==> config.mk <==
export PLATFORM = sky130hd
export DESIGN_NAME = i2c_adc_config_and_read_master
export DESIGN_NICKNAME = d
export VERILOG_FILES = /design/src/rtl/i2cacm_pkg.sv /design/src/rtl/i2cacm_cfg.sv /design/src/rtl/i2cacm_seq.sv /design/src/rtl/i2c_adc_config_and_read_master.sv
export VERILOG_INCLUDE_DIRS = /design/src /design/src/rtl
export SDC_FILE = /design/constraint.sdc
export NUM_CORES = 1
export LEC_CHECK = 0
export BUFFER_PORTS_ARGS = -buffer_cell sky130_fd_sc_hd__buf_2
export CAP_MARGIN = 20
export CORE_UTILIZATION = 41
export CTS_CLUSTER_DIAMETER = 60
export DETAILED_ROUTE_END_ITERATION = 6
export PLACE_DENSITY = 0.68
export REMOVE_ABC_BUFFERS = 1
export SLEW_MARGIN = 20
export SYNTH_ARGS = -nofsm -noshare
export SYNTH_HDL_FRONTEND = slang
export SYNTH_SLANG_ARGS = --single-unit
==> constraint.sdc <==
create_clock -name clk -period 5.3 [get_ports clk]
set_clock_uncertainty 0.2 [all_clocks]
set_input_delay 0.53 -clock clk [delete_from_list [all_inputs] [get_ports clk]]
set_output_delay 0.53 -clock clk [all_outputs]
set_load 0.1 [all_outputs]
==> src/rtl/i2c_adc_config_and_read_master_defines.svh <==
// Assertion macros used by the I2C converter read master RTL.
// No dependencies; included by i2cacm_seq, the only module that carries assertions.
`ifndef I2C_ADC_CONFIG_AND_READ_MASTER_DEFINES_SVH
`define I2C_ADC_CONFIG_AND_READ_MASTER_DEFINES_SVH

// checked only while out of reset
`define I2CACM_ASSERT(lbl, prop, msg) \
  lbl: assert property (@(posedge clk) disable iff (!rst_n) prop) \
    else $error(msg);

// checked at every edge, reset included
`define I2CACM_ASSERT_NR(lbl, prop, msg) \
  lbl: assert property (@(posedge clk) prop) \
    else $error(msg);

`endif

==> src/rtl/i2cacm_pkg.sv <==
// Shared types, constants and byte table for the I2C converter read master.
// No dependencies; imported by every module of the block.
package i2cacm_pkg;

  localparam int TIMER_W   = 10;
  localparam int PHASE_W   = 10;
  localparam int CMP_W     = (TIMER_W > PHASE_W) ? TIMER_W : PHASE_W;
  localparam int CFG_IDX_W = 3;
  localparam int CFG_DAT_W = 16;

  // register indexes
  localparam logic [CFG_IDX_W-1:0] REG_WR_ADDR  = 3'd0;
  localparam logic [CFG_IDX_W-1:0] REG_TEMPLATE = 3'd1;
  localparam logic [CFG_IDX_W-1:0] REG_LONG     = 3'd2;
  localparam logic [CFG_IDX_W-1:0] REG_SHORT    = 3'd3;

  // byte positions within the whole sequence
  localparam logic [2:0] BYTE_ADDR_CFG = 3'd0;
  localparam logic [2:0] BYTE_PTR_CFG  = 3'd1;
  localparam logic [2:0] BYTE_CFG_HI   = 3'd2;
  localparam logic [2:0] BYTE_CFG_LO   = 3'd3;
  localparam logic [2:0] BYTE_ADDR_PTR = 3'd4;
  localparam logic [2:0] BYTE_PTR_CONV = 3'd5;
  localparam logic [2:0] BYTE_RD_ADDR  = 3'd6;
  localparam logic [2:0] BYTE_RX       = 3'd7;

  localparam logic [7:0] PTR_CONFIG = 8'h01;
  localparam logic [7:0] PTR_CONV   = 8'h00;

  // per-step line levels and phase length select, bit n = step n
  localparam logic [20:0] SCL_TAB  = 21'b110001001001000100111;
  localparam logic [20:0] SDA_TAB  = 21'b100000011111110000011;
  localparam logic [20:0] LONG_TAB = 21'b111101011111001111110;

  typedef struct packed {
    logic [7:0]         wr_addr;
    logic [15:0]        tmpl;
    logic [PHASE_W-1:0] long_ticks;
    logic [PHASE_W-1:0] short_ticks;
  } cfg_t;

  typedef struct packed {
    logic        scl;
    logic        sda;
    logic        busy;
    logic        done;
    logic [15:0] reading;
  } res_t;

  function automatic logic [7:0] tx_byte(input logic [2:0]  idx,
                                         input logic [7:0]  addr,
                                         input logic [15:0] tmpl,
                                         input logic [1:0]  ch);
    logic [15:0] word;
    logic [7:0]  b;
    word = {tmpl[15], 1'b1, ch, tmpl[11:0]};
    unique case (idx)
      BYTE_ADDR_CFG, BYTE_ADDR_PTR: b = addr;
      BYTE_PTR_CFG:                 b = PTR_CONFIG;
      BYTE_CFG_HI:                  b = word[15:8];
      BYTE_CFG_LO:                  b = word[7:0];
      BYTE_PTR_CONV:                b = PTR_CONV;
      BYTE_RD_ADDR:                 b = addr + 8'd1;
      default:                      b = 8'd0;
    endcase
    return b;
  endfunction

endpackage

==> src/rtl/i2cacm_cfg.sv <==
// Configuration register file of the I2C converter read master.
// Depends on i2cacm_pkg.
module i2cacm_cfg
  import i2cacm_pkg::*;
(
  input  logic                 clk,
  input  logic                 rst_n,
  input  logic                 cfg_valid,
  output logic                 cfg_ready,
  input  logic [CFG_IDX_W-1:0] cfg_index,
  input  logic [CFG_DAT_W-1:0] cfg_data,
  output cfg_t                 cfg
);

  cfg_t cfg_r;

  assign cfg_ready = 1'b1;
  assign cfg       = cfg_r;

  always_ff @(posedge clk) begin
    if (!rst_n) begin
      cfg_r.wr_addr     <= 8'd144;
      cfg_r.tmpl        <= 16'd33155;
      cfg_r.long_ticks  <= PHASE_W'(15);
      cfg_r.short_ticks <= PHASE_W'(1);
    end else if (cfg_valid) begin
      unique case (cfg_index)
        REG_WR_ADDR:  cfg_r.wr_addr     <= cfg_data[7:0];
        REG_TEMPLATE: cfg_r.tmpl        <= cfg_data[15:0];
        REG_LONG:     cfg_r.long_ticks  <= cfg_data[PHASE_W-1:0];
        REG_SHORT:    cfg_r.short_ticks <= cfg_data[PHASE_W-1:0];
        default: ; // unknown index, dropped
      endcase
    end
  end

endmodule

==> src/rtl/i2cacm_seq.sv <==
// Bus sequencer of the I2C converter read master: step, timer, bit/byte counts.
// Depends on i2cacm_pkg and the assertion macro header.
`include "i2c_adc_config_and_read_master_defines.svh"

module i2cacm_seq
  import i2cacm_pkg::*;
(
  input  logic       clk,
  input  logic       rst_n,
  input  logic       in_acc,
  input  logic       action,
  input  logic [1:0] channel,
  input  logic       sda_in,
  input  cfg_t       cfg,
  output res_t       res
);

  typedef enum logic [4:0] {
    S_IDLE       = 5'd0,
    S_START_REL  = 5'd1,
    S_START_LO   = 5'd2,
    S_START_SCL  = 5'd3,
    S_TX_SETUP   = 5'd4,
    S_TX_HI      = 5'd5,
    S_TX_LO      = 5'd6,
    S_ACK_REL    = 5'd7,
    S_ACK_SETUP  = 5'd8,
    S_ACK_HI     = 5'd9,
    S_ACK_LO     = 5'd10,
    S_RX_SETUP   = 5'd11,
    S_RX_HI      = 5'd12,
    S_RX_LO      = 5'd13,
    S_MACK_SETUP = 5'd14,
    S_MACK_HI    = 5'd15,
    S_MACK_LO    = 5'd16,
    S_MACK_REL   = 5'd17,
    S_STOP_SETUP = 5'd18,
    S_STOP_HI    = 5'd19,
    S_STOP_REL   = 5'd20
  } step_t;

  localparam logic [CMP_W-1:0] TIMER_MAX = CMP_W'((1 << TIMER_W) - 1);

  step_t              step_r, step_nxt, step_cur;
  logic [TIMER_W-1:0] timer_r, timer_nxt, timer_base, timer_inc;
  logic [3:0]         bit_r, bit_nxt, bit_base;
  logic [2:0]         byte_r, byte_nxt, byte_base;
  logic [7:0]         shift_r, shift_nxt;
  logic [1:0]         ch_r, ch_nxt;
  logic [15:0]        reading_r, reading_nxt;
  logic [15:0]        rx_r, rx_nxt;
  logic [CMP_W-1:0]   dur;
  logic [PHASE_W-1:0] dur_sel;
  logic               nack;
  res_t               res_c;

  always_comb begin
    step_cur   = step_r;
    timer_base = timer_r;
    bit_base   = bit_r;
    byte_base  = byte_r;
    ch_nxt     = ch_r;
    shift_nxt  = shift_r;
    reading_nxt = reading_r;
    rx_nxt     = rx_r;
    res_c      = '{scl: 1'b1, sda: 1'b1, busy: 1'b0, done: 1'b0, reading: 16'd0};

    if (step_cur == S_IDLE && action) begin
      ch_nxt     = channel;
      step_cur   = S_START_REL;
      timer_base = '0;
      bit_base   = '0;
      byte_base  = '0;
    end

    step_nxt  = step_cur;
    timer_nxt = timer_base;
    bit_nxt   = bit_base;
    byte_nxt  = byte_base;
    timer_inc = timer_base + TIMER_W'(1);
    nack      = (bit_base == 4'd0);

    dur_sel = LONG_TAB[step_cur] ? cfg.long_ticks : cfg.short_ticks;
    dur     = CMP_W'(dur_sel);
    if (dur == '0)
      dur = CMP_W'(1);
    if (dur > TIMER_MAX)
      dur = TIMER_MAX;

    if (step_cur != S_IDLE) begin
      res_c.busy = 1'b1;
      res_c.scl  = SCL_TAB[step_cur];
      if (step_cur == S_TX_SETUP || step_cur == S_TX_HI || step_cur == S_TX_LO)
        res_c.sda = shift_r[7];
      else if (step_cur == S_MACK_REL)
        res_c.sda = ~nack;
      else if (step_cur == S_MACK_SETUP || step_cur == S_MACK_HI ||
               step_cur == S_MACK_LO)
        res_c.sda = nack;
      else
        res_c.sda = SDA_TAB[step_cur];

      if (CMP_W'(timer_inc) >= dur) begin
        timer_nxt = '0;
        unique case (step_cur)
          S_START_SCL: begin
            shift_nxt = tx_byte(byte_base, cfg.wr_addr, cfg.tmpl, ch_nxt);
            bit_nxt   = '0;
            step_nxt  = S_TX_SETUP;
          end
          S_TX_LO: begin
            shift_nxt = {shift_r[6:0], 1'b0};
            bit_nxt   = bit_base + 4'd1;
            step_nxt  = (bit_nxt == 4'd8) ? S_ACK_REL : S_TX_SETUP;
          end
          S_ACK_HI: begin
            shift_nxt = {7'd0, sda_in};
            step_nxt  = S_ACK_LO;
          end
          S_ACK_LO: begin
            if (shift_r == 8'd0) begin
              if (byte_base == BYTE_CFG_LO || byte_base == BYTE_PTR_CONV) begin
                byte_nxt = byte_base + 3'd1;
                step_nxt = S_STOP_SETUP;
              end else if (byte_base >= BYTE_RD_ADDR) begin
                byte_nxt = BYTE_RX;
                bit_nxt  = '0;
                rx_nxt   = '0;
                step_nxt = S_RX_SETUP;
              end else begin
                byte_nxt  = byte_base + 3'd1;
                shift_nxt = tx_byte(byte_nxt, cfg.wr_addr, cfg.tmpl, ch_nxt);
                bit_nxt   = '0;
                step_nxt  = S_TX_SETUP;
              end
            end else begin
              // slave nack: stop, then redo this transaction from its first byte
              if (byte_base <= BYTE_CFG_LO)
                byte_nxt = BYTE_ADDR_CFG;
              else if (byte_base <= BYTE_PTR_CONV)
                byte_nxt = BYTE_ADDR_PTR;
              else
                byte_nxt = BYTE_RD_ADDR;
              step_nxt = S_STOP_SETUP;
            end
          end
          S_RX_HI: begin
            rx_nxt   = {rx_r[14:0], sda_in};
            bit_nxt  = bit_base + 4'd1;
            step_nxt = S_RX_LO;
          end
          S_RX_LO: begin
            step_nxt = (bit_base == 4'd8 || bit_base == 4'd0) ? S_MACK_SETUP : S_RX_SETUP;
          end
          S_MACK_REL: begin
            step_nxt = (bit_base == 4'd0) ? S_STOP_SETUP : S_RX_SETUP;
          end
          S_STOP_REL: begin
            if (byte_base == BYTE_RX) begin
              reading_nxt = rx_r;
              res_c.done  = 1'b1;
              byte_nxt    = '0;
              step_nxt    = S_IDLE;
            end else begin
              step_nxt = S_START_REL;
            end
          end
          S_START_REL, S_START_LO, S_TX_SETUP, S_TX_HI, S_ACK_REL, S_ACK_SETUP,
          S_RX_SETUP, S_MACK_SETUP, S_MACK_HI, S_MACK_LO, S_STOP_SETUP,
          S_STOP_HI: begin
            step_nxt = step_t'(step_cur + 5'd1);
          end
          default: step_nxt = S_IDLE;
        endcase
      end else begin
        timer_nxt = timer_inc;
      end
    end

    res_c.reading = reading_nxt;
  end

  assign res = res_c;

  always_ff @(posedge clk) begin
    if (!rst_n) begin
      step_r    <= S_IDLE;
      timer_r   <= '0;
      bit_r     <= '0;
      byte_r    <= '0;
      shift_r   <= '0;
      ch_r      <= '0;
      reading_r <= '0;
      rx_r      <= '0;
    end else if (in_acc) begin
      step_r    <= step_nxt;
      timer_r   <= timer_nxt;
      bit_r     <= bit_nxt;
      byte_r    <= byte_nxt;
      shift_r   <= shift_nxt;
      ch_r      <= ch_nxt;
      reading_r <= reading_nxt;
      rx_r      <= rx_nxt;
    end
  end

  `I2CACM_ASSERT_NR(a_reset_idle, !rst_n |=> step_r == S_IDLE, "step not idle after reset")
  `I2CACM_ASSERT(a_idle_released, in_acc && step_r == S_IDLE && !action |-> !res.busy && res.scl && res.sda, "idle tick drives the bus")
  `I2CACM_ASSERT(a_start_step, in_acc && step_r == S_IDLE && action |=> step_r == S_START_REL || step_r == S_START_LO, "request did not open a start")
  `I2CACM_ASSERT(a_done_idle, in_acc && res.done |=> step_r == S_IDLE && byte_r == BYTE_ADDR_CFG, "done without return to idle")
  `I2CACM_ASSERT(a_hold, !in_acc |=> $stable(step_r) && $stable(timer_r), "state moved without a word")

endmodule

==> src/rtl/i2c_adc_config_and_read_master.sv <==
// Top level of the I2C converter read master: ports, register file, sequencer,
// output register. Depends on i2cacm_pkg, i2cacm_cfg and i2cacm_seq.
//
// Every input word is one tick of the bus time base and yields exactly one
// output word carrying the line levels for that tick. One word is taken per
// clock: the sequencer updates its step, phase timer and bit/byte counters on
// each accepted word and the result lands in a single output register, so
// in_tready only drops while that register holds a word the sink has not
// taken. A read runs from the word that accepts the request through start,
// config write, pointer write and two-byte read, each line phase lasting the
// long or short tick count; done_res marks the word whose reading is new.
// Configuration writes are taken at any time and apply from the next accepted
// word on; make them while no word is in flight.
module i2c_adc_config_and_read_master
  import i2cacm_pkg::*;
(
  input  logic                 clk,
  input  logic                 rst_n,
  input  logic                 in_tvalid,
  output logic                 in_tready,
  input  logic [7:0]           in_tdata,   // [1:0] channel, [2] sda_sample, rest zero
  input  logic [0:0]           in_tuser,   // [0] action
  output logic                 out_tvalid,
  input  logic                 out_tready,
  output logic [23:0]          out_tdata,  // [0] scl_level, [1] sda_level,
                                           // [2] busy_res, [18:3] reading, rest zero
  output logic [0:0]           out_tuser,  // [0] done_res
  input  logic                 cfg_valid,
  output logic                 cfg_ready,
  input  logic [CFG_IDX_W-1:0] cfg_index,
  input  logic [CFG_DAT_W-1:0] cfg_data
);

  cfg_t cfg;
  res_t res;
  res_t res_r;
  logic out_valid_r;
  logic in_acc;

  assign in_tready = !out_valid_r || out_tready;
  assign in_acc    = in_tvalid && in_tready;

  i2cacm_cfg u_cfg (
    .clk       (clk),
    .rst_n     (rst_n),
    .cfg_valid (cfg_valid),
    .cfg_ready (cfg_ready),
    .cfg_index (cfg_index),
    .cfg_data  (cfg_data),
    .cfg       (cfg)
  );

  i2cacm_seq u_seq (
    .clk     (clk),
    .rst_n   (rst_n),
    .in_acc  (in_acc),
    .action  (in_tuser[0]),
    .channel (in_tdata[1:0]),
    .sda_in  (in_tdata[2]),
    .cfg     (cfg),
    .res     (res)
  );

  always_ff @(posedge clk) begin
    if (!rst_n) begin
      out_valid_r <= 1'b0;
    end else if (in_tready) begin
      out_valid_r <= in_tvalid;
    end
  end

  always_ff @(posedge clk) begin
    if (in_acc) begin
      res_r <= res;
    end
  end

  assign out_tvalid   = out_valid_r;
  assign out_tdata    = {5'd0, res_r.reading, res_r.busy, res_r.sda, res_r.scl};
  assign out_tuser[0] = res_r.done;

endmodule
==> results of run 1 <==
-- Yosys cell counts, drive strengths merged, types with 6 or more instances --
master / n
a31oi: 7
nand2: 130
or3: 6
mux2i: 32
a21oi: 74
dfxtp: 106
a21o: 7
ha: 31
buf: 17
edfxtp: 20
o21a: 6
a211oi: 9
a32oi: 11
a222oi: 6
o21ai: 44
nor3: 12
nor2: 57
mux2: 18
nand3: 49
nand2b: 7
clkbuf: 46
xnor2: 7
nor4: 13
a22oi: 7
inv: 23
-- layout by cell type, fill, tap and decap left out, types with 13 or more instances in the layout --
| cell type | netlist | layout |
|---|---|---|
| ha_1 | 31 | 31 |
| nor2_1 | 57 | 56 |
| inv_1 | 21 | 20 |
| clkbuf_16 | 0 | 17 |
| nand3_1 | 49 | 49 |
| nand2_1 | 130 | 130 |
| a21oi_1 | 74 | 73 |
| o21ai_0 | 42 | 42 |
| buf_4 | 8 | 20 |
| dfxtp_1 | 106 | 106 |
| mux2i_1 | 32 | 32 |
| mux2_2 | 17 | 17 |
| edfxtp_1 | 20 | 20 |
| buf_2 | 6 | 46 |
| nor4_1 | 13 | 13 |
-- through the flow --
step	setup WS (ps)	total power [µW]	hold slack (ps)	TNS (ps)
global placement	386	1290	244	0
global route	106	2460	121	0
detailed placement	325	1290	247	0
floorplan	-1230	1210	233	-67790
finish	476	2380	112	0
CTS	441	2400	101	0
-- state kept, by name, summed over array words and instances, names as in the netlist, 2 cells and up --
| signal | cells |
|---|---|
| u_cfg.cfg | 41 |
| out_tdata | 19 |
| u_seq.reading_r | 16 |
| u_seq.rx_r | 16 |
| u_seq.timer_r | 10 |
| u_seq.shift_r | 8 |
| u_seq.step_r | 5 |
| u_seq.bit_r | 4 |
| u_seq.byte_r | 3 |
| u_seq.ch_r | 2 |
-- how the worst max path moves through the flow --
stage                     cells past startpoint  slack (ps)             end             from
after global placement                       20         390    out_tdata[6]         in_tuser
after global routing                         19         110   out_tdata[16]  u_seq.step_r[0]
final                                        18         480    out_tdata[7]  u_seq.step_r[0]
after detailed placement                     20         320   out_tdata[17]         in_tuser
after floorplan                              17       -1230  u_seq.bit_r[2]  u_seq.step_r[4]
after CTS                                    19         440   out_tdata[16]  u_seq.step_r[1]
-- area by class of cell --
class,instances,share of cell area
Sequential cell,126,0.337
Timing Repair Buffer,66,0.0471
Clock buffer,17,0.0527
Multi-Input combinational cell,637,0.500
Tap cell,220,0.0341
Clock inverter,15,0.0172
Inverter,23,0.0110
-- tightest hold or removal path: cells and delay by family --
kind / cells / cell delay, ps
buf+inv: 1 / 70
simple gates: 2 / 100
-- logic make-up (layout without fill, tap and decap cells) --
logic type / count (synthesis) / after routing / share of synthesized area
compound gates: 228 / 228 / 0.216
mux: 50 / 50 / 0.0742
flops: 126 / 126 / 0.384
other cells: 2 / 6 / 0.00106
simple gates: 310 / 310 / 0.205
xor+xnor: 12 / 12 / 0.0148
fa+ha+maj: 31 / 31 / 0.0547
buf+inv: 86 / 121 / 0.0511
-- where the power goes --
group / internal, µW / total, µW / switching [µW]
Combinational: 64.6 / 266 / 202
Sequential: 991 / 1010 / 14.4
Clock: 649 / 1110 / 458
Total: 1700 / 2380 / 674
-- routing by layer --
layer,track usage,routed length (µm),share of wire,vias to the layer above
met3,0.0476,1130,0.062,31
met2,0.339,8290,0.45,205
met1,0.287,8600,0.47,3046
li1,-,-,-,3137
met4,0.0783,320,0.017,2
met5,0,13,0.00071,-
==> results.cfg, run 1 <==
[finish]
fin_util = 0.482
postLayoutCellArea_um2 = 8070
area_growth_pct = 13.7
finalNonFillerCells = 1104
fillers = 1629
insertedDiodeCount = 0
drive_gt1_frac = 0.156
regArea_um2 = 2720
multiInputGateArea_um2 = 4040
nNetsFinal = 935

[detailed_routing]
drc = 0
dr.first_iter.drc_count = 563
ant_nets = 0
wirelength_mm = 18.4
wire_per_inst_um = 16.6
vias = 6421
dr.pass1.iters = 5
via_per_inst = 5.82

[floorplanning]
rows = 47
fp.dieW_um = 134
io_pins = 61
fp.dieH_um = 134
core_area_um2 = 16800
die-area_um2 = 17800
start_util = 0.423

[worst_setup_path]
cp_num_buf_inv = 1
cp.required_ps = 5280
critPathTopFamily = simple AND/OR/NAND/NOR gates
slowest_stage = or4b_1
r2r_cells = 18
end_kind = flip-flop
critPathLaunchType = flip-flop
path_cells = or4b_1 -> nor2_1 -> nor2_2 -> ha_1 -> nand2_1 -> a311oi_1 -> a31oi_1 -> mux2i_1 -> a31oi_1 -> a21oi_1 -> ha_1 -> or3b_2 -> o2111ai_1 -> a31o_2 -> a21bo_2 -> nor2_1 -> buf_4 -> mux2_2
slowest_delay_ps = 550
crit_arrival_ps = 4800
rrSetupSlack_ps = 480
worstReg2RegEnd = out_tdata[7]
critPathMaxFanout = 17
r2r-start = u_seq.step_r[0]
critical_path_class = reg2reg

[clocking]
htreeDepth = 4
post-cts-setup-buffers = 0
clockBufferDepth = 2
cts-root-buf = clkbuf_16
cts_resized = 0
cts_tree = done
cts.sinks = 126
hold_buffers = 0
cts_made_buffers = 17
insertion_delay_ps = 430
clk_pin_slew_ps = 60

[yosys]
synth_area_um2 = 7100
yosys_warnings = 0
postSynthAreaPerCell_um2 = 8.40
ys.flop_type = dfxtp_1
synth_edf_count = 20
synth_cells = 845
ys_types = 75
yosysTopAreaCell = dfxtp_1
synth_area_leaders = dfxtp_1, edfxtp_1, nand2_1
async_flop_share = 0
ys_ff_latch = 126
synth_top_area_share = 0.299
yosysSeqAreaShare = 0.384

[timing]
finalHoldViolCount = 0
setup_violations = 0
finalMaxSlewViolations = 0
finalCriticalPeriod_ps = 4820
relSlewSlack = 0.390
finalCritPeriodShare = 0.910
worstMarginPinSlew_ps = 915
fmax_mhz = 207
rsz0062_at_grt = no

[global_routing]
grt_pass1_vias = 6041
grt-ovfl-total = 0
antenna_found_initial = 1
grt_usage = 0.215
grt_pass1_wl_mm = 30.6
grt_max_degree = 83

[placement]
dp_cells = 1072
place_area_um2 = 7500
portBuffers = 46
place_congestion = 0.881
hpwl_mm = 12.3

[run]
cap_violations = 0

[pwr]
vdd_ir_drop_max_v = 0.000240
p_per_area_nw_per_um2 = 295
p_leak_uw = 0.00296

[run_status]
status = complete, no violations

[hold_path]
hold_end = u_cfg.cfg[35]
holdPathStages = 3
min_path_type = in2reg
hp-start = cfg_data[15]
No activity file was read; power rests on OpenSTA's default activity.
==> run 2: changes to the inputs <==
Settings changed: PLACE_DENSITY 0.68 to 0.65.
Clock period 5.3 ns to 5.04 ns, I/O delays scaled along.
==> run 2 against run 1 <==
Against the previous run: power up 8.5%; routed wire length about the same; sequential power up 4%; via count rose by 0.36%; critical path type unchanged; largest power group unchanged.
==> results.cfg, run 2 (synthesis gave the netlist of run 1 again) <==
[worst_setup_path]
rrSetupSlack_ps = 360
worstReg2RegEnd = out_tdata[3]
r2r_cells = 18
r2r-start = u_seq.step_r[4]
critPathTopFamily = simple AND/OR/NAND/NOR gates
cp_num_buf_inv = 1
critPathMaxFanout = 17
path_common_cell = nor2_1
critPathLaunchType = flip-flop
path_cells = or4b_1 -> nor2_1 -> nor2_1 -> ha_1 -> nor2_1 -> a311oi_1 -> a31oi_1 -> mux2i_1 -> a31oi_1 -> a21oi_1 -> ha_1 -> or3b_2 -> o2111ai_1 -> a31o_2 -> a21bo_2 -> nor2_1 -> buf_12 -> mux2_2
end_kind = flip-flop
slowest_delay_ps = 550
cp.required_ps = 5010
slowest_stage = or4b_1
crit_arrival_ps = 4650
critical_path_class = reg2reg

[timing]
finalMaxSlewViolations = 0
fmax_mhz = 214
rsz0062_at_grt = no
fin_tns_setup_ps = 0
worstMarginPinSlew_ps = 938
setup_violations = 0
finalHoldViolCount = 0
finalCriticalPeriod_ps = 4680
finalCritPeriodShare = 0.928
relSlewSlack = 0.374

[finish]
drive_gt1_frac = 0.160
finalNonFillerCells = 1109
fin_util = 0.488
fillers = 1643
area_growth_pct = 15.2
nNetsFinal = 939
largest_reg_flops = 41
final_cell_mix = nand2_1, dfxtp_1, a21oi_1
final_common_cell = nand2_1

[hold_path]
hp-start = cfg_data[15]
hold_end = u_cfg.cfg[35]
holdPathStages = 3
min_path_type = in2reg

[floorplanning]
core_area_um2 = 16800
rows = 47
start_util = 0.423
fp.dieW_um = 134
die-area_um2 = 17800
fp.dieH_um = 134
io_pins = 61

[detailed_routing]
wirelength_mm = 18.3
vias = 6444
wl_met3_um = 972
via_per_inst = 5.81
wire_per_inst_um = 16.5
ant_nets = 0
drt-met1-wl_mm = 8.87
highest_layer = met5
drc = 0
dr.pass1.iters = 5
wl_met2_mm = 8.14
dr.first_iter.drc_count = 552

[clocking]
insertion_delay_ps = 430
clk_pin_slew_ps = 60
cts_made_buffers = 17
cts_resized = 0
post-cts-setup-buffers = 0
cts.sinks = 126
clockBufferDepth = 2
htreeDepth = 4
hold_buffers = 0
cts-root-buf = clkbuf_16
cts_tree = done

[global_routing]
grt_max_degree = 83
grt_usage = 0.209
grt_pass1_vias = 5810
grt_pass1_wl_mm = 29.6
grt-ovfl-total = 0
antenna_found_initial = 2

[pwr]
p_per_area_nw_per_um2 = 316
p_leak_uw = 0.00301
vdd_ir_drop_max_v = 0.000250
power_uw = 2580

[placement]
place_congestion = 0.860
dp_cells = 1076
portBuffers = 46
hpwl_mm = 12.4

[run]
cap_violations = 0

[run_status]
status = complete, no violations
[run 2: cell types whose count changed in the layout (fill, tap and decap cells not counted)]
cell and delta:
buf_12 +3, clkinv_4 -3, inv_6 +3, clkinv_2 -2
inv_8 +2, buf_4 +1, clkbuf_16 +1, clkinv_1 -1
diode_2 +1, nor2_1 +1, nor2_2 -1
[run 2: where the power goes]
part	leakage [µW]	internal (µW)	total, µW	switching (µW)
Sequential	0.00105	1040	1050	12.5
Combinational	0.00167	70.7	287	216
Clock	0.000285	726	1240	512
[run 2: layout make-up]
| cell class | count | area [µm²] | area share |
|---|---|---|---|
| multi-input cells | 637 | 4040 | 0.494 |
| flip-flops and latches | 126 | 2720 | 0.333 |
| clock buffers | 18 | 450 | 0.0551 |
| repair buffers | 70 | 448 | 0.0548 |
| well taps | 220 | 275 | 0.0337 |
| clock inverters | 14 | 148 | 0.0181 |
| inverters | 23 | 88.8 | 0.0109 |
| diodes | 1 | 2.50 | 0.000306 |
[run 2: worst max path at each step]
| stage | startpoint | end | slack (ps) | cells after the start |
|---|---|---|---|---|
| floorplan | u_seq.step_r[4] | u_seq.bit_r[2] | -1490 | 17 |
| global placement | in_tuser | out_tdata[3] | 210 | 20 |
| detailed placement | in_tuser | out_tdata[3] | 160 | 20 |
| CTS | u_seq.step_r[4] | u_seq.step_r[4] | 350 | 18 |
| global route | u_seq.step_r[4] | u_seq.rx_r[5] | 50 | 18 |
| finish | u_seq.step_r[4] | out_tdata[3] | 360 | 18 |
[run 2: through the flow]
step | area (µm²) | hold slack (ps) | worst slack [ps]
5_1_grt | 8170 | 100 | 52.7
3_3_place_gp | 7570 | 245 | 209
2_1_floorplan | 6840 | 233 | -1490
4_1_cts | 8170 | 89.5 | 346
6_report | 8170 | 98.1 | 362
3_5_place_dp | 7570 | 250 | 160
[run 2: worst register-to-register path, delay by kind of cell (launching register included)]
family | cells | cell delay [ps]
multiplexers | 2 | 630
adder cells (fa/ha/maj) | 2 | 480
AO/OA/AOI/OAI | 7 | 1230
AND/OR/NAND/NOR | 6 | 1430
flip-flops | 1 | 300
buffers and inverters | 1 | 170
[run 2: per-layer routing]
| layer | GRT usage | vias up |
|---|---|---|
| met5 | 0 | - |
| met4 | 0.0865 | 2 |
| met3 | 0.0407 | 33 |
| met2 | 0.321 | 216 |
| met1 | 0.286 | 3040 |
| li1 | - | 3153 |
